**src/hgr_pkg.sv**
```systemverilog
// ----------------------------------------------------------------------------
// hgr_pkg: shared types and constants of the hanzi glyph rasterizer
// Item layouts, command codes, result kinds, font geometry tables and the
// command/status bundles between controller and datapath.
// ----------------------------------------------------------------------------
package hgr_pkg;

  // Input command codes (s_tuser)
  localparam logic CMD_START = 1'b0;
  localparam logic CMD_BYTE  = 1'b1;

  // Result kinds (m_tuser)
  localparam logic [1:0] KIND_FETCH = 2'd0;
  localparam logic [1:0] KIND_PIXEL = 2'd1;
  localparam logic [1:0] KIND_ERROR = 2'd2;

  // Code bases for small and large fonts
  localparam logic [15:0] CODE_BASE_SMALL = 16'hA0A0;
  localparam logic [15:0] CODE_BASE_LARGE = 16'hAFA0;
  localparam logic [3:0]  FIRST_LARGE_FONT = 4'd4;
  localparam logic [3:0]  LAST_FONT        = 4'd12;

  // Area/position limits and area stride
  localparam logic [7:0]  AREA_MAX   = 8'd94;
  localparam logic [13:0] ROW_STRIDE = 14'd94;

  localparam int TDATA_BITS = 72;

  // Input item, lowest field in the lowest bits
  typedef struct packed {
    logic [2:0]         pad;
    logic [7:0]         font_byte;
    logic [3:0]         back_color;
    logic [3:0]         text_color;
    logic signed [15:0] origin_y;
    logic signed [15:0] origin_x;
    logic [3:0]         font_choice;
    logic [15:0]        char_code;
    logic               enable;
  } in_data_t;

  // Result item data
  typedef struct packed {
    logic [4:0]  pad;
    logic [3:0]  pixel_color;
    logic [15:0] pixel_y;
    logic [15:0] pixel_x;
    logic [8:0]  fetch_count;
    logic [21:0] fetch_address;
  } out_data_t;

  // Controller -> datapath
  typedef struct packed {
    logic take;        // input item accepted this cycle
    logic load_fetch;  // load fetch or error result
    logic load_pixel;  // load next pixel result
  } dp_cmd_t;

  // Datapath -> controller
  typedef struct packed {
    logic start_go;    // enabled start item at input
    logic byte_go;     // font byte at input for a glyph in progress
    logic k_last;      // eighth pixel of the byte is next
    logic out_free;    // output register can be loaded
  } dp_status_t;

  // Glyph lines per font
  function automatic logic [5:0] font_lines(input logic [3:0] font);
    logic [5:0] n;
    case (font)
      4'd0: n = 6'd12;
      4'd1: n = 6'd14;
      4'd2, 4'd3: n = 6'd16;
      4'd4, 4'd5, 4'd6, 4'd7, 4'd8: n = 6'd24;
      4'd9, 4'd10: n = 6'd40;
      4'd11, 4'd12: n = 6'd48;
      default: n = 6'd0;
    endcase
    return n;
  endfunction

  // Bytes per glyph line per font
  function automatic logic [2:0] font_rbytes(input logic [3:0] font);
    logic [2:0] n;
    case (font)
      4'd0, 4'd1, 4'd2, 4'd3: n = 3'd2;
      4'd4, 4'd5, 4'd6, 4'd7, 4'd8: n = 3'd3;
      4'd9, 4'd10: n = 3'd5;
      4'd11, 4'd12: n = 3'd6;
      default: n = 3'd0;
    endcase
    return n;
  endfunction

  // Bytes per glyph per font
  function automatic logic [8:0] font_bytes(input logic [3:0] font);
    logic [8:0] n;
    case (font)
      4'd0: n = 9'd24;
      4'd1: n = 9'd28;
      4'd2, 4'd3: n = 9'd32;
      4'd4, 4'd5, 4'd6, 4'd7, 4'd8: n = 9'd72;
      4'd9, 4'd10: n = 9'd200;
      4'd11, 4'd12: n = 9'd288;
      default: n = 9'd0;
    endcase
    return n;
  endfunction

endpackage

```
**src/hanzi_glyph_rasterizer.sv**
```systemverilog
// ----------------------------------------------------------------------------
// hanzi_glyph_rasterizer: GB2312 bitmap font glyph renderer
// Turns start items into font-memory fetch requests and font bytes into
// pixel writes.
// ----------------------------------------------------------------------------
// Usage:
//   Slave channel: s_tuser selects a start item (glyph, font, origin, colors)
//   or one font bitmap byte. Master channel: m_tuser gives the result kind
//   (fetch request, pixel, error); m_tlast marks the final glyph pixel.
//   A start item yields one fetch or error item: acceptance registers the
//   glyph setup, then the address state forms the address product and loads
//   the item into the output register once it is free; s_tready is low there.
//   A font byte yields eight pixel items, one per cycle while the receiver
//   does not stall, from one output register; the next item is accepted in
//   the cycle the eighth pixel is loaded.
//   A disabled start or a byte with no glyph in progress yields nothing.
//   When the receiver stalls, the output register holds its item and the
//   pixel sequence pauses; s_tready stays low while results of the current
//   item still wait to be loaded.
//   Reset (synchronous) empties the output register and drops any glyph in
//   progress.
// ----------------------------------------------------------------------------
module hanzi_glyph_rasterizer #(
  parameter int COORD_BITS = 16
) (
  input  logic        clk,
  input  logic        rst,
  input  logic        s_tvalid,
  output logic        s_tready,
  // enable, char_code, font_choice, origin_x, origin_y, text_color,
  // back_color, font_byte, zero pad
  input  logic [71:0] s_tdata,
  // cmd
  input  logic        s_tuser,
  output logic        m_tvalid,
  input  logic        m_tready,
  // fetch_address, fetch_count, pixel_x, pixel_y, pixel_color, zero pad
  output logic [71:0] m_tdata,
  // kind
  output logic [1:0]  m_tuser,
  output logic        m_tlast
);

  hgr_pkg::dp_cmd_t    cmd;
  hgr_pkg::dp_status_t status;

  // Sequencer
  hgr_ctrl u_ctrl (
    .clk      (clk),
    .rst      (rst),
    .s_tvalid (s_tvalid),
    .s_tready (s_tready),
    .status   (status),
    .cmd      (cmd)
  );

  // Datapath and output register
  hgr_datapath #(
    .COORD_BITS (COORD_BITS)
  ) u_datapath (
    .clk      (clk),
    .rst      (rst),
    .s_tdata  (s_tdata),
    .s_tuser  (s_tuser),
    .m_tvalid (m_tvalid),
    .m_tready (m_tready),
    .m_tdata  (m_tdata),
    .m_tuser  (m_tuser),
    .m_tlast  (m_tlast),
    .cmd      (cmd),
    .status   (status)
  );

endmodule

```
**src/hgr_ctrl.sv**
```systemverilog
// ----------------------------------------------------------------------------
// hgr_ctrl: sequencing controller
// Accepts items, steps the fetch result and the eight pixels of each byte.
// ----------------------------------------------------------------------------
module hgr_ctrl (
  input  logic                clk,
  input  logic                rst,
  input  logic                s_tvalid,
  output logic                s_tready,
  input  hgr_pkg::dp_status_t status,
  output hgr_pkg::dp_cmd_t    cmd
);

  localparam logic [1:0] S_IDLE = 2'd0;
  localparam logic [1:0] S_ADDR = 2'd1;
  localparam logic [1:0] S_PIX  = 2'd2;

  logic [1:0] state;
  logic [1:0] state_next;
  logic       byte_end;
  logic [1:0] after_take;

  // Eighth pixel leaves this cycle
  assign byte_end = (state == S_PIX) && status.out_free && status.k_last;

  assign s_tready = (state == S_IDLE) || byte_end;

  assign cmd.take       = s_tvalid && s_tready;
  assign cmd.load_fetch = (state == S_ADDR) && status.out_free;
  assign cmd.load_pixel = (state == S_PIX) && status.out_free;

  // Where an accepted item leads
  always_comb begin
    if (status.start_go) begin
      after_take = S_ADDR;
    end else if (status.byte_go) begin
      after_take = S_PIX;
    end else begin
      after_take = S_IDLE;
    end
  end

  // Next state
  always_comb begin
    state_next = state;
    case (state)
      S_IDLE: begin
        if (cmd.take) begin
          state_next = after_take;
        end
      end
      S_ADDR: begin
        if (status.out_free) begin
          state_next = S_IDLE;
        end
      end
      S_PIX: begin
        if (byte_end) begin
          state_next = cmd.take ? after_take : S_IDLE;
        end
      end
      default: state_next = S_IDLE;
    endcase
  end

  always_ff @(posedge clk) begin
    if (rst) begin
      state <= S_IDLE;
    end else begin
      state <= state_next;
    end
  end

endmodule

```
**src/hgr_datapath.sv**
```systemverilog
// ----------------------------------------------------------------------------
// hgr_datapath: glyph state, address arithmetic and result register
// Decodes items, holds glyph geometry and position counters, forms the
// fetch address and the pixel coordinates, and drives the output register.
// ----------------------------------------------------------------------------
module hgr_datapath #(
  parameter int COORD_BITS = 16
) (
  input  logic                                 clk,
  input  logic                                 rst,
  input  logic [hgr_pkg::TDATA_BITS-1:0]       s_tdata,
  input  logic                                 s_tuser,
  output logic                                 m_tvalid,
  input  logic                                 m_tready,
  output logic [hgr_pkg::TDATA_BITS-1:0]       m_tdata,
  output logic [1:0]                           m_tuser,
  output logic                                 m_tlast,
  input  hgr_pkg::dp_cmd_t                     cmd,
  output hgr_pkg::dp_status_t                  status
);

  hgr_pkg::in_data_t  din;
  hgr_pkg::out_data_t dout;

  // Input decode
  logic [15:0]           rel_code;
  logic [7:0]            area;
  logic [7:0]            pos;
  logic                  bad_in;
  logic [13:0]           index_in;
  logic [5:0]            lines_in;

  // Glyph state
  logic                  active;
  logic                  active_eff;
  logic [5:0]            glyph_lines;
  logic [2:0]            row_bytes;
  logic                  transposed;
  logic [5:0]            line_count;
  logic [2:0]            byte_column;
  logic [COORD_BITS-1:0] base_x;
  logic [COORD_BITS-1:0] base_y;
  logic [3:0]            fg_color;
  logic [3:0]            bg_color;
  logic                  bad;
  logic [13:0]           glyph_index;
  logic [8:0]            glyph_bytes;
  logic [7:0]            shift_byte;
  logic [2:0]            k;

  // Pixel position
  logic [5:0]            along;
  logic [COORD_BITS-1:0] px;
  logic [COORD_BITS-1:0] py;
  logic                  final_byte;
  logic [21:0]           fetch_addr;

  assign din = s_tdata;

  // Area and position relative to the font's code base
  assign rel_code = din.char_code - ((din.font_choice < hgr_pkg::FIRST_LARGE_FONT) ?
                    hgr_pkg::CODE_BASE_SMALL : hgr_pkg::CODE_BASE_LARGE);
  assign area = rel_code[15:8];
  assign pos  = rel_code[7:0];
  assign bad_in = (din.font_choice > hgr_pkg::LAST_FONT) ||
                  (area == 8'd0) || (area > hgr_pkg::AREA_MAX) ||
                  (pos == 8'd0) || (pos > hgr_pkg::AREA_MAX);
  assign index_in = 14'(area - 8'd1) * hgr_pkg::ROW_STRIDE + 14'(pos - 8'd1);
  assign lines_in = hgr_pkg::font_lines(din.font_choice);

  // Last byte of the glyph
  assign final_byte = (line_count == glyph_lines - 6'd1) &&
                      (byte_column == row_bytes - 3'd1);
  assign active_eff = active && !(cmd.load_pixel && status.k_last && final_byte);

  assign status.start_go = (s_tuser == hgr_pkg::CMD_START) && din.enable;
  assign status.byte_go  = (s_tuser == hgr_pkg::CMD_BYTE) && active_eff;
  assign status.k_last   = (k == 3'd7);
  assign status.out_free = !m_tvalid || m_tready;

  // Pixel coordinates
  assign along = {byte_column, k};
  assign px = transposed ? base_x + COORD_BITS'(line_count) : base_x + COORD_BITS'(along);
  assign py = transposed ? base_y + COORD_BITS'(along) : base_y + COORD_BITS'(line_count);

  assign fetch_addr = 22'(glyph_bytes) * 22'(glyph_index);

  // Pixel stepping within a byte; a new byte restarts it
  always_ff @(posedge clk) begin
    if (cmd.take && status.byte_go) begin
      shift_byte <= din.font_byte;
      k          <= 3'd0;
    end else if (cmd.load_pixel) begin
      k          <= k + 3'd1;
      shift_byte <= {shift_byte[6:0], 1'b0};
    end
  end

  // Byte and line position; a valid start clears it
  always_ff @(posedge clk) begin
    if (cmd.take && status.start_go && !bad_in) begin
      line_count  <= 6'd0;
      byte_column <= 3'd0;
    end else if (cmd.load_pixel && status.k_last) begin
      if (byte_column + 3'd1 >= row_bytes) begin
        byte_column <= 3'd0;
        line_count  <= line_count + 6'd1;
      end else begin
        byte_column <= byte_column + 3'd1;
      end
    end
  end

  // Glyph setup on a start item
  always_ff @(posedge clk) begin
    if (cmd.take && (s_tuser == hgr_pkg::CMD_START)) begin
      bad         <= bad_in;
      glyph_index <= index_in;
      glyph_bytes <= hgr_pkg::font_bytes(din.font_choice);
      if (din.enable && !bad_in) begin
        glyph_lines <= lines_in;
        row_bytes   <= hgr_pkg::font_rbytes(din.font_choice);
        transposed  <= (hgr_pkg::font_rbytes(din.font_choice) == 3'd3);
        base_x      <= COORD_BITS'(din.origin_x);
        base_y      <= COORD_BITS'(din.origin_y) - COORD_BITS'(lines_in);
        fg_color    <= din.text_color;
        bg_color    <= din.back_color;
      end
    end
  end

  // Glyph in progress flag
  always_ff @(posedge clk) begin
    if (rst) begin
      active <= 1'b0;
    end else if (cmd.take && (s_tuser == hgr_pkg::CMD_START)) begin
      active <= din.enable && !bad_in;
    end else begin
      active <= active_eff;
    end
  end

  // Output register
  always_ff @(posedge clk) begin
    if (rst) begin
      m_tvalid <= 1'b0;
    end else if (cmd.load_fetch || cmd.load_pixel) begin
      m_tvalid <= 1'b1;
    end else if (m_tready) begin
      m_tvalid <= 1'b0;
    end
  end

  always_ff @(posedge clk) begin
    if (cmd.load_fetch) begin
      m_tuser            <= bad ? hgr_pkg::KIND_ERROR : hgr_pkg::KIND_FETCH;
      m_tlast            <= 1'b0;
      dout.pad           <= '0;
      dout.fetch_address <= bad ? 22'd0 : fetch_addr;
      dout.fetch_count   <= bad ? 9'd0 : glyph_bytes;
      dout.pixel_x       <= 16'd0;
      dout.pixel_y       <= 16'd0;
      dout.pixel_color   <= 4'd0;
    end else if (cmd.load_pixel) begin
      m_tuser            <= hgr_pkg::KIND_PIXEL;
      m_tlast            <= final_byte && status.k_last;
      dout.pad           <= '0;
      dout.fetch_address <= 22'd0;
      dout.fetch_count   <= 9'd0;
      dout.pixel_x       <= 16'(px);
      dout.pixel_y       <= 16'(py);
      dout.pixel_color   <= shift_byte[7] ? fg_color : bg_color;
    end
  end

  assign m_tdata = dout;

endmodule

```
**config.mk**
```make
export PLATFORM = sky130hd
export DESIGN_NAME = hanzi_glyph_rasterizer
export DESIGN_NICKNAME = d
export VERILOG_FILES = /design/src/hgr_pkg.sv /design/src/hanzi_glyph_rasterizer.sv /design/src/hgr_ctrl.sv /design/src/hgr_datapath.sv
export SDC_FILE = /design/constraint.sdc
export NUM_CORES = 1
export LEC_CHECK = 0
export ABC_CLOCK_PERIOD_IN_PS = 7020
export BUFFER_PORTS_ARGS = -buffer_cell sky130_fd_sc_hd__buf_2
export CAP_MARGIN = 20
export CORE_MARGIN = 3
export CORE_UTILIZATION = 27
export CTS_BUF_LIST = sky130_fd_sc_hd__clkbuf_4 sky130_fd_sc_hd__clkbuf_8
export DETAILED_ROUTE_END_ITERATION = 7
export SLEW_MARGIN = 20
export SYNTH_ARGS = -nofsm -noshare
export SYNTH_HDL_FRONTEND = slang
export SYNTH_SLANG_ARGS = --single-unit
```
**constraint.sdc**
```tcl
create_clock -name clk -period 7.02 [get_ports clk]
set_input_delay 1.053 -clock clk [delete_from_list [all_inputs] [get_ports clk]]
set_output_delay 1.053 -clock clk [all_outputs]
set_load 0.05 [all_outputs]
```
==> results of run 1 <==
per-layer routing:
metal	routed length, µm	track usage (%)	vias up	share of wire (%)
met4	308	2.62	6	1.2
li1	-	-	4430	-
met3	757	1.61	28	2.8
met1	13000	15.6	4203	49
met2	12600	18.4	133	47
met5	41	0	-	0.15
synth_stat cells (all sizes together), types with 19 or more instances:
master and instances:
dfxtp 53, nor2 73, clkbuf 19, nand2 120, inv 134, a21oi 47
edfxtp 107, ha 121, xnor2 76, and2 71, o21ai 42, fa 79
xor2 39
critical path: cells and delay by family:
kind	cells	cell delay, ns
AO/OA/AOI/OAI	4	0.89
adder cells (fa/ha/maj)	7	2.40
buffers and inverters	4	0.33
AND/OR/NAND/NOR	8	0.98
XOR/XNOR	5	1.15
worst min-delay path by stage:
| stage | cells past startpoint | to | from |
|---|---|---|---|
| 2_1_floorplan | 1 | u_ctrl.state[1]$_SDFFE_PP0P_ | u_ctrl.state[0]$_SDFFE_PP0P_ |
| 3_3_place_gp | 2 | u_datapath.m_tdata[66]$_SDFFE_PP0P_ | u_datapath.m_tdata[66]$_SDFFE_PP0P_ |
| 3_5_place_dp | 2 | u_datapath.m_tdata[40]$_SDFFE_PP0P_ | u_datapath.m_tdata[40]$_SDFFE_PP0P_ |
| 4_1_cts | 2 | u_datapath.m_tlast$_SDFFE_PP0P_ | u_datapath.m_tlast$_SDFFE_PP0P_ |
| 5_1_grt | 2 | u_datapath.m_tlast$_SDFFE_PP0P_ | u_datapath.m_tlast$_SDFFE_PP0P_ |
| 6_report | 2 | u_datapath.m_tlast$_SDFFE_PP0P_ | u_datapath.m_tlast$_SDFFE_PP0P_ |
timing repair:
action | 4_1_cts | 5_1_grt
endpoints found under the setup margin | 0 | 1
setup buffers | 0 | 1
resized for setup | 0 | 1
final cells by class:
cell class / count / area, µm² / area share (%)
tap: 592 / 741 / 5.08
clock buffer: 17 / 234 / 1.61
timing repair buffer: 201 / 1160 / 7.94
inverter: 134 / 503 / 3.45
clock inverter: 15 / 184 / 1.26
multi-input combinational: 891 / 7480 / 51.3
sequential: 160 / 4270 / 29.3
state kept, by name, summed over array words and instances, names as in the netlist, 2 cells and up:
signal and count:
u_datapath.glyph_lines 4, u_datapath.base_y 16, u_datapath.glyph_bytes 7, u_ctrl.state 2, u_datapath.byte_column 3, u_datapath.m_tdata 63, u_datapath.glyph_index 14, u_datapath.fg_color 4
u_datapath.bg_color 4, u_datapath.shift_byte 8, u_datapath.row_bytes 3, u_datapath.k 3, u_datapath.m_tuser 2, u_datapath.line_count 6, u_datapath.base_x 16
metrics by stage:
step           power (mW)  instances
5_1_grt              8.51       2010
3_3_place_gp         6.83       1977
6_report             7.58       2010
4_1_cts              7.67       2009
2_1_floorplan        5.58       1219
3_5_place_dp         6.93       1977
cells by family (layout without fill, tap and decap cells):
logic type                 Yosys count  count (layout)  synth area share, %
and+or+nand+nor                    376             376                 15.2
adders and majority gates          200             200                 25.1
buffers and inverters              168             367                 5.43
AOI/OAI and AO/OA                  160             160                 8.27
DFF                                160             160                 34.6
xor gates and xnor gates           117             117                 8.83
muxes                               29              29                 2.53
other                                1               9               0.0304
where the power goes:
part           total (mW)  internal [mW]  switching [mW]
registers            1.26           1.18          0.0850
clock network       0.679          0.274           0.405
logic                5.64           2.71            2.93
total                7.58           4.16            3.42
==> impl_summary.txt, run 1 <==
----------------------------------------------------
[Synthesis]
  Ranking of synthesized cells by area ... sky130_fd_sc_hd__edfxtp_1, sky130_fd_sc_hd__fa_1, sky130_fd_sc_hd__ha_1
  Synth Area per Inst ... 10.2 µm²
  Cell type contributing the most total cell area after synthesis ... sky130_fd_sc_hd__edfxtp_1
  Number of enable-type register cells in the synthesized netlist ... 107
  Fraction of synthesis flops using an asynchronous set or reset pin ... 0%
  Instance count of the mapped netlist ... 1211
  Area share of the largest cell type after synthesis ... 26.0%
  Synthesis-stage register bit count ... 160
  YS warnings ... 0
  Cell area after synthesis ... 12300 µm²
  Sequential share of the synthesized area ... 34.6%
  Count of different cell masters after synthesis ... 66
  Most used DFF post-synth ... sky130_fd_sc_hd__edfxtp_1

[Route]
  First-pass detailed-route iteration total ... 4
  Vias per std cell ... 4.38
  Number of violations reported at the end of detailed-routing iteration 0 ... 393
  Final routed wire length divided by cell count ... 13.3 µm
  Total wirelength of the detailed-routed design ... 26.8 mm
  Number of vias in the routed layout ... 8800
  Final ANT Viol Nets ... 0
  DRC violation count after routing ... 0

[Power]
  Leakage component of the power ... 6.70 nW
  Power density cells ... 520 nW/µm²
  IR drop worst, VDD ... 0.000441 V

[Finish]
  Share of cells above drive strength 1 ... 19.4%
  Top library cells by usage in the layout, fill and taps aside ... sky130_fd_sc_hd__buf_2, sky130_fd_sc_hd__inv_1, sky130_fd_sc_hd__nand2_1, sky130_fd_sc_hd__ha_1, sky130_fd_sc_hd__edfxtp_1
  Number of filler instances in the final layout ... 4630
  Most common cell after layout, fill and taps aside ... sky130_fd_sc_hd__buf_2
  Final core occ ... 32.6%
  Design area ... 14600 µm²
  Layout area overhead ... 18.0%
  N_diodes ... 0
  Layout Nets ... 1682

[Die]
  Overall die width ... 220 µm
  Initial cell density of the core ... 27.6%
  Number of top-level design ports ... 154
  Die extent in y ... 220 µm
  Total core area ... 44700 µm²
  Die Area ... 48300 µm²
  Std cell rows ... 77

[Worst setup path]
  Arrival time worst endpoint ... 6.79 ns
  Reg2reg setup slack ... 1.73 ns
  Most Frequent Cell on Critical Path ... sky130_fd_sc_hd__ha_1
  R2R Path End ... u_datapath.m_tdata[21]$_SDFFCE_PP0P_
  Master of the slowest instance on the critical path ... sky130_fd_sc_hd__fa_1
  Worst Setup End Kind ... flip-flop
  Setup crit start kind ... input port
  Endpoint required time on the critical path ... 7.21 ns
  Slowest stage delay, CP ... 0.54 ns
  Worst flop-to-flop path startpoint ... u_datapath.glyph_bytes[8]$_SDFFCE_PN0P_
  CP max FO ... 6
  Startpoint of the worst setup timing path ... s_tdata[6]
  Worst setup path class ... input port to flip-flop
  R2R depth ... 15
  CP endpoint ... u_datapath.glyph_index[13]$_DFFE_PP_

[STA]
  Final hold slack ... 0.453 ns
  F_max ... 151 MHz
  Tightest slew margin relative to the limit ... 36.6%
  Slew at the pin closest to its max-slew limit ... 0.949 ns
  Max Transition Viols Final ... 0
  Final worst clock skew ... 0.0179 ns
  Endpoints failing hold ... 0
  Final WS setup ... 0.419 ns
  Final total negative setup slack ... 0 ns
  Final worst-path cycle share ... 94.0%
  Minimum clock period after layout ... 6.60 ns
  Final-report setup violation count ... 0
  RSZ-0062 raised after global routing ... no

[Run]
  Count of maximum capacitance violations ... 0

[Place]
  Dpl cell area ... 14100 µm²
  HPWL after DPL ... 22.0 mm
  Placer Congestion ... 0.839
  PortBufs ... 141
  Post-placement setup slack ... -0.186 ns

[Global route]
  Initial antenna violation count ... 3
  Maximum number of pins on one net before global-route repair ... 44
  Number of global-route vias before repair ... 8778
  First-pass GRT wire length ... 43.8 mm
  Overflow left after global routing ... 0
  Gr usage total ... 11.2%

[CTS]
  Sinks on the clock net ... 160
  Number of buffers inserted for hold repair after clock tree synthesis ... 0
  Total number of H-tree levels ... 4
  Clock tree from TritonCTS ... built
  Clock network latency to the later pin of the worst-skew pair ... 0.46 ns
  Buffers from clock root to sink, at most ... 2
  Number of buffers added by the clock tree synthesis step ... 17
  CTS root buffer ... sky130_fd_sc_hd__clkbuf_8
  Clock-pin transition on the worst setup and hold timing paths ... 0.10 ns

[Hold path]
  Worst min-delay path class ... flip-flop to flip-flop

[Status]
  Run status ... finished clean

----------------------------------------------------
Note: power is estimated with default switching activity, not from simulation.
==> inputs of run 2 (changes only) <==
Settings changed: ABC_AREA set to 1.
==> impl_summary.txt, run 2 <==
----------------------------------------------------
[STA]
  Final worst-path cycle share ... 93.2% (-0.86 points)
  RSZ-0062 raised after global routing ... no
  Slew at the pin closest to its max-slew limit ... 1.03 ns (+0.0854 ns)
  Final worst clock skew ... 0.0150 ns (-0.00289 ns)
  Max Transition Viols Final ... 0 (unchanged)
  F_max ... 153 MHz (+0.92%)
  Final total negative setup slack ... 0 ns (unchanged)
  Final-report setup violation count ... 0 (unchanged)
  Tightest slew margin relative to the limit ... 30.8% (-5.7 points)
  Final hold slack ... 0.453 ns (+0.000651 ns)
  Final WS setup ... 0.480 ns (+0.0604 ns)
  Endpoints failing hold ... 0 (unchanged)
  Minimum clock period after layout ... 6.54 ns (-0.0604 ns)

[CTS]
  Number of buffers added for setup after CTS ... 0 (unchanged)
  Clock tree from TritonCTS ... built
  Sinks on the clock net ... 160 (unchanged)
  CTS root buffer ... sky130_fd_sc_hd__clkbuf_8
  Clock-pin transition on the worst setup and hold timing paths ... 0.10 ns (about the same)
  Cells resized by post-CTS repair ... 0 (unchanged)
  Total number of H-tree levels ... 4 (unchanged)
  Clock network latency to the later pin of the worst-skew pair ... 0.47 ns (about the same)
  Number of buffers inserted for hold repair after clock tree synthesis ... 0 (unchanged)
  Number of buffers added by the clock tree synthesis step ... 17 (unchanged)
  Buffers from clock root to sink, at most ... 2 (unchanged)

[Global route]
  Initial antenna violation count ... 3 (unchanged)
  Number of global-route vias before repair ... 10400 (+19%)
  First-pass GRT wire length ... 50.4 mm (+15%)
  Maximum number of pins on one net before global-route repair ... 32 (-27%)
  Gr usage total ... 12.3% (+1.1 points)
  Overflow left after global routing ... 0 (unchanged)

[Route]
  Final ANT Viol Nets ... 0 (unchanged)
  First-pass detailed-route iteration total ... 4 (unchanged)
  Final routed wire length divided by cell count ... 12.8 µm (-3.7%)
  Number of violations reported at the end of detailed-routing iteration 0 ... 494 (+26%)
  Vias per std cell ... 4.37 (-0.15%)
  Number of vias in the routed layout ... 10400 (+18%)
  Total wirelength of the detailed-routed design ... 30.4 mm (+14%)
  DRC violation count after routing ... 0 (unchanged)

[Place]
  Placed cell count ... 2338 (+18%)
  Post-placement setup slack ... -0.111 ns (+0.0753 ns)
  HPWL after DPL ... 24.9 mm (+13%)
  Placer Congestion ... 0.831 (-0.88%)
  Dpl cell area ... 14800 µm² (+4.9%)
  PortBufs ... 141 (unchanged)

[Synthesis]
  Number of enable-type register cells in the synthesized netlist ... 107 (unchanged)
  Sequential share of the synthesized area ... 33.0% (-1.6 points)
  Count of different cell masters after synthesis ... 50 (-24%)
  Fraction of synthesis flops using an asynchronous set or reset pin ... 0% (unchanged)
  Cell area after synthesis ... 12900 µm² (+4.9%)
  Ranking of synthesized cells by area ... sky130_fd_sc_hd__edfxtp_1, sky130_fd_sc_hd__fa_1, sky130_fd_sc_hd__ha_1
  Synth cell count leaders ... sky130_fd_sc_hd__nand2_1, sky130_fd_sc_hd__inv_1, sky130_fd_sc_hd__ha_1
  YS warnings ... 0 (unchanged)
  Most instantiated library cell after synthesis ... sky130_fd_sc_hd__nand2_1
  Most used DFF post-synth ... sky130_fd_sc_hd__edfxtp_1
  Cell type contributing the most total cell area after synthesis ... sky130_fd_sc_hd__edfxtp_1
  Area share of the largest cell type after synthesis ... 24.8% (-1.2 points)
  Synthesis-stage register bit count ... 160 (unchanged)
  Instance count of the mapped netlist ... 1540 (+27%)
  Synth Area per Inst ... 8.41 µm² (-17%)

[Worst setup path]
  Worst Setup End Kind ... flip-flop
  R2R depth ... 20 (+5)
  Arrival time worst endpoint ... 6.77 ns (-0.02 ns)
  Reg2reg setup slack ... 1.89 ns (+0.16 ns)
  Worst flop-to-flop path startpoint ... u_datapath.glyph_bytes[8]$_SDFFCE_PN0P_
  CP max FO ... 4 (-2)
  Slowest stage delay, CP ... 0.54 ns (about the same)
  R2R Path End ... u_datapath.m_tdata[20]$_SDFFCE_PP0P_
  Setup crit start kind ... input port
  Worst setup path class ... input port to flip-flop
  Most Frequent Cell on Critical Path ... sky130_fd_sc_hd__nand2_1
  Endpoint required time on the critical path ... 7.25 ns (+0.04 ns)
  Master of the slowest instance on the critical path ... sky130_fd_sc_hd__fa_1

[Die]
  Die extent in y ... 225 µm (+2.4%)
  Overall die width ... 225 µm (+2.4%)
  Die Area ... 50600 µm² (+4.8%)
  Initial cell density of the core ... 27.6% (-0.030 points)
  Number of top-level design ports ... 154 (unchanged)
  Total core area ... 47000 µm² (+5.0%)
  Std cell rows ... 79 (+2.6%)

[Power]
  Net switching power ... 3.66 mW (+7.1%)
  Switching part of the total ... 49.0% (+3.9 points)
  Clock network power share ... 9.0% (about the same)
  Total internal power ... 3.81 mW (-8.5%)
  Leakage component of the power ... 7.83 nW (+17%)
  Final Total Pwr ... 7.47 mW (-1.4%)
  Power density cells ... 490 nW/µm² (-5.8%)
  IR drop worst, VDD ... 0.000401 V (-9.2%)
  Combinational fraction of design power ... 73.7% (-0.7 points)
  Register share of total power ... 17.3% (+0.7 points)

[Run]
  Count of maximum capacitance violations ... 0 (unchanged)

[Hold path]
  Hold path startpoint ... u_datapath.m_tdata[58]$_SDFFE_PP0P_
  Endpoint with the worst hold slack ... u_datapath.m_tdata[58]$_SDFFE_PP0P_
  Number of cells on the worst hold path ... 2 (unchanged)
  Worst min-delay path class ... flip-flop to flip-flop

[Status]
  Run status ... finished clean

[Finish]
  Design area ... 15200 µm² (+4.6%)
  Number of non-filler instances in the completed layout ... 2372 (+18%)
  Final core occ ... 32.5% (-0.13 points)
  Top library cells by usage in the layout, fill and taps aside ... sky130_fd_sc_hd__nand2_1, sky130_fd_sc_hd__inv_1, sky130_fd_sc_hd__buf_2
  Most common cell after layout, fill and taps aside ... sky130_fd_sc_hd__nand2_1
  Layout area overhead ... 17.7%
  Flip-flop count of the largest register, all copies and words added ... 63 (unchanged)
  Share of cells above drive strength 1 ... 17.5% (-1.9 points)
  Layout Nets ... 2027 (+21%)

----------------------------------------------------
## run 2: how the worst max path moves through the flow
| stage | slack, ns | end | start |
|---|---|---|---|
| 6_report | 0.48 | u_datapath.glyph_index[13]$_DFFE_PP_ | s_tdata[20] |
| 5_1_grt | 0.00007 | u_datapath.glyph_index[13]$_DFFE_PP_ | s_tdata[19] |
| 4_1_cts | 0.42 | u_datapath.glyph_index[13]$_DFFE_PP_ | s_tdata[6] |
| 3_5_place_dp | -0.11 | u_datapath.glyph_index[13]$_DFFE_PP_ | s_tdata[6] |
| 3_3_place_gp | -0.04 | u_datapath.glyph_index[13]$_DFFE_PP_ | s_tdata[6] |
| 2_1_floorplan | 0.25 | u_datapath.glyph_index[13]$_DFFE_PP_ | s_tdata[20] |
## run 2: routing by layer
metal,global-route usage (%),vias to the layer above,part of all wire [%]
met5,0,-,0.036
met4,3.57,2,1.5
met1,15.7,4876,47
li1,-,5298,-
met3,1.73,28,3.0
met2,21.7,165,49
## run 2: layout make-up
type	count	area, µm²
Tap cell	607	759
Sequential cell	160	4270
Antenna cell	2	5.00
Clock buffer	19	262
Inverter	317	1190
Fill cell	4919	31700
Timing Repair Buffer	215	1260
Multi-Input combinational cell	1039	7360
Clock inverter	13	125
## run 2: power by group through the flow
| stage | combinational [mW] | sequential (mW) | clock (mW) |
|---|---|---|---|
| final | 5.51 | 1.29 | 0.669 |
| after global routing | 6.39 | 1.31 | 0.730 |
| after CTS | 5.56 | 1.29 | 0.697 |
| after detailed placement | 5.50 | 1.31 | 0 |
| after global placement | 5.35 | 1.31 | 0 |
| after floorplan | 4.04 | 1.30 | 0 |
## run 2: worst max-delay path: cells and delay by family
| kind | cells | cell delay (ns) |
|---|---|---|
| adder cells (fa/ha/maj) | 6 | 2.14 |
| XOR/XNOR | 4 | 0.74 |
| AO/OA/AOI/OAI | 4 | 0.59 |
| buffers and inverters | 6 | 0.42 |
| AND/OR/NAND/NOR | 21 | 1.84 |
## run 2: cell families after synthesis
family,share of synthesized area (%)
and+or+nand+nor,19.3
buffers and inverters,10.5
adders and majority gates,23.9
AOI/OAI and AO/OA,8.50
DFF,33.0
xor gates and xnor gates,4.73
other,0.0290
==> inputs of run 3 (changes only) <==
Settings changed: ABC_CLOCK_PERIOD_IN_PS 7020 to 7900, SETUP_SLACK_MARGIN set to 0.5.
Clock period 7.02 ns to 7.9 ns, I/O delays scaled along.
==> impl_summary.txt, run 3 (same netlist as run 2, synthesis figures left out) <==
----------------------------------------------------
[Power]
  Total internal power ... 3.15 mW (-17%)
  Combinational fraction of design power ... 71.5% (-2.2 points)
  IR drop worst, VDD ... 0.000379 V (-5.5%)
  Leakage component of the power ... 7.54 nW (-3.8%)
  Clock network power share ... 10.2% (+1.2 points)
  Switching part of the total ... 50.0% (+0.93 points)
  Power density cells ... 426 nW/µm² (-13%)
  Register share of total power ... 18.2% (+0.9 points)
  Net switching power ... 3.15 mW (-14%)

[Finish]
  N_diodes ... 0 (-2)
  Number of filler instances in the final layout ... 4923 (+0.081%)
  Top library cells by usage in the layout, fill and taps aside ... sky130_fd_sc_hd__nand2_1, sky130_fd_sc_hd__inv_1, sky130_fd_sc_hd__buf_2
  Share of cells above drive strength 1 ... 14.4% (-3.0 points)
  Layout Nets ... 1962 (-3.2%)
  Layout area overhead ... 14.2%
  Design area ... 14800 µm² (-3.0%)
  Number of non-filler instances in the completed layout ... 2305 (-2.8%)
  Multi-input combinational cell area ... 7370 µm² (about the same)
  Most common cell after layout, fill and taps aside ... sky130_fd_sc_hd__nand2_1
  Flip-flop count of the largest register, all copies and words added ... 63 (unchanged)
  Register cell area after layout ... 4270 µm² (unchanged)

[Die]
  Std cell rows ... 79 (unchanged)
  Initial cell density of the core ... 27.6% (unchanged)
  Overall die width ... 225 µm (unchanged)
  Number of top-level design ports ... 154 (unchanged)
  Total core area ... 47000 µm² (unchanged)
  Die extent in y ... 225 µm (unchanged)
  Die Area ... 50600 µm² (unchanged)

[STA]
  Final worst-path cycle share ... 88.0%
  Minimum clock period after layout ... 6.95 ns
  Final WS setup ... 0.952 ns (+0.472 ns)
  Tightest slew margin relative to the limit ... 33.8% (+2.9 points)
  Max Transition Viols Final ... 0 (unchanged)
  Endpoints failing hold ... 0 (unchanged)
  Final total negative setup slack ... 0 ns (unchanged)
  Final-report setup violation count ... 0 (unchanged)
  Slew at the pin closest to its max-slew limit ... 0.991 ns (-0.0436 ns)
  RSZ-0062 raised after global routing ... no
  Final worst clock skew ... 0.0147 ns (-0.000318 ns)
  F_max ... 144 MHz

[Route]
  Final ANT Viol Nets ... 0 (unchanged)
  Number of violations reported at the end of detailed-routing iteration 0 ... 601 (+22%)
  Total wirelength of the detailed-routed design ... 29.7 mm (-2.3%)
  Final routed wire length divided by cell count ... 12.9 µm (+0.55%)
  DRC violation count after routing ... 0 (unchanged)
  Vias per std cell ... 4.38 (+0.24%)
  First-pass detailed-route iteration total ... 4 (unchanged)
  Number of vias in the routed layout ... 10100 (-2.6%)

[CTS]
  Sinks on the clock net ... 160 (unchanged)
  Buffers from clock root to sink, at most ... 2 (unchanged)
  Total number of H-tree levels ... 4 (unchanged)
  Clock network latency to the later pin of the worst-skew pair ... 0.46 ns (about the same)
  Clock tree from TritonCTS ... built
  Number of buffers inserted for hold repair after clock tree synthesis ... 0 (unchanged)
  Number of buffers added by the clock tree synthesis step ... 17 (unchanged)
  Clock-pin transition on the worst setup and hold timing paths ... 0.09 ns (about the same)
  CTS root buffer ... sky130_fd_sc_hd__clkbuf_8

[Worst setup path]
  Master of the slowest instance on the critical path ... sky130_fd_sc_hd__fa_1
  Slowest stage delay, CP ... 0.54 ns (about the same)
  Top delay family on crit path ... adder cells
  Buffers plus inverters on the worst setup path ... 7 (+1)
  Worst Setup End Kind ... flip-flop
  Setup crit start kind ... input port
  Worst setup path class ... input port to flip-flop
  CP max FO ... 4 (unchanged)
  Endpoint required time on the critical path ... 8.12 ns (+0.87 ns)
  Arrival time worst endpoint ... 7.17 ns (+0.40 ns)

[Place]
  HPWL after DPL ... 24.1 mm (-3.4%)
  Post-placement setup slack ... 0.381 ns (+0.492 ns)
  PortBufs ... 141 (unchanged)
  Placer Congestion ... 0.826 (-0.58%)
  Placed cell count ... 2271 (-2.9%)
  Dpl cell area ... 14300 µm² (-3.4%)

[Global route]
  Gr usage total ... 12.0% (-0.25 points)
  Initial antenna violation count ... 1 (-2)
  Maximum number of pins on one net before global-route repair ... 49 (+53%)
  Overflow left after global routing ... 0 (unchanged)
  First-pass GRT wire length ... 49.6 mm (-1.5%)
  Number of global-route vias before repair ... 10200 (-2.5%)

[Hold path]
  Worst min-delay path class ... flip-flop to flip-flop

[Status]
  Run status ... finished clean

[Run]
  Count of maximum capacitance violations ... 0 (unchanged)

----------------------------------------------------
## run 3: changes by cell type in the layout (fill, tap and decap cells not counted), moves of 2 or more
cell,change
sky130_fd_sc_hd__buf_4,-65
sky130_fd_sc_hd__bufinv_16,+2
sky130_fd_sc_hd__clkbuf_4,+4
sky130_fd_sc_hd__diode_2,-2
sky130_fd_sc_hd__xor2_1,-2
sky130_fd_sc_hd__xor2_2,+3
## run 3: worst paths after layout
kind                                            from                                   end  slack [ns]  cells after the start
max                                       s_tdata[6]  u_datapath.glyph_index[13]$_DFFE_PP_        0.95                     39
min              u_datapath.m_tdata[58]$_SDFFE_PP0P_   u_datapath.m_tdata[58]$_SDFFE_PP0P_        0.46                      2
max reg2reg  u_datapath.glyph_bytes[8]$_SDFFCE_PN0P_  u_datapath.m_tdata[20]$_SDFFCE_PP0P_        2.82                     20
min reg2reg      u_datapath.m_tdata[58]$_SDFFE_PP0P_   u_datapath.m_tdata[58]$_SDFFE_PP0P_        0.46                      2
## run 3: area by class of cell
cell class                      count  share of cell area [%]
Sequential cell                   160                    28.9
Multi-Input combinational cell   1039                    49.8
Inverter                          317                    8.06
Tap cell                          607                    5.14
Clock buffer                       21                    1.83
Clock inverter                     11                   0.982
Timing Repair Buffer              150                    5.25
## run 3: per-stage QoR
step | util, % | total power, mW | hold slack, ns
2_1_floorplan | - | 4.75 | 0.478
3_3_place_gp | 30.5 | 5.57 | 0.436
3_5_place_dp | 30.5 | 5.66 | 0.441
4_1_cts | 31.4 | 6.35 | 0.462
5_1_grt | 31.5 | 7.14 | 0.479
6_report | 31.5 | 6.31 | 0.459
## run 3: repair_timing
item | CTS | global route
setup buffers | 0 | 2
setup endpoints to repair | 0 | 1
gates resized for setup | 0 | 6
## run 3: metal layers
layer / vias to the layer above / share of wire [%] / routed length [µm] / GRT usage [%]
met1: 4749 / 46 / 13800 / 15.5
met2: 155 / 49 / 14500 / 21.3
met3: 25 / 3.7 / 1100 / 1.82
met4: 2 / 1.3 / 387 / 2.60
met5: - / 0.057 / 17 / 0
li1: 5169 / - / - / -
## run 3: power groups by stage
stage	Combinational [mW]	Sequential, mW	Clock [mW]
after floorplan	3.59	1.16	0
after global placement	4.41	1.17	0
after detailed placement	4.49	1.17	0
after CTS	4.54	1.15	0.668
after global routing	5.28	1.16	0.702
final	4.51	1.15	0.645
## run 3: tightest hold or removal path, delay by kind of cell (launching register included)
family	cells	cell delay (ns)
simple gates	2	0.10
flops	1	0.32
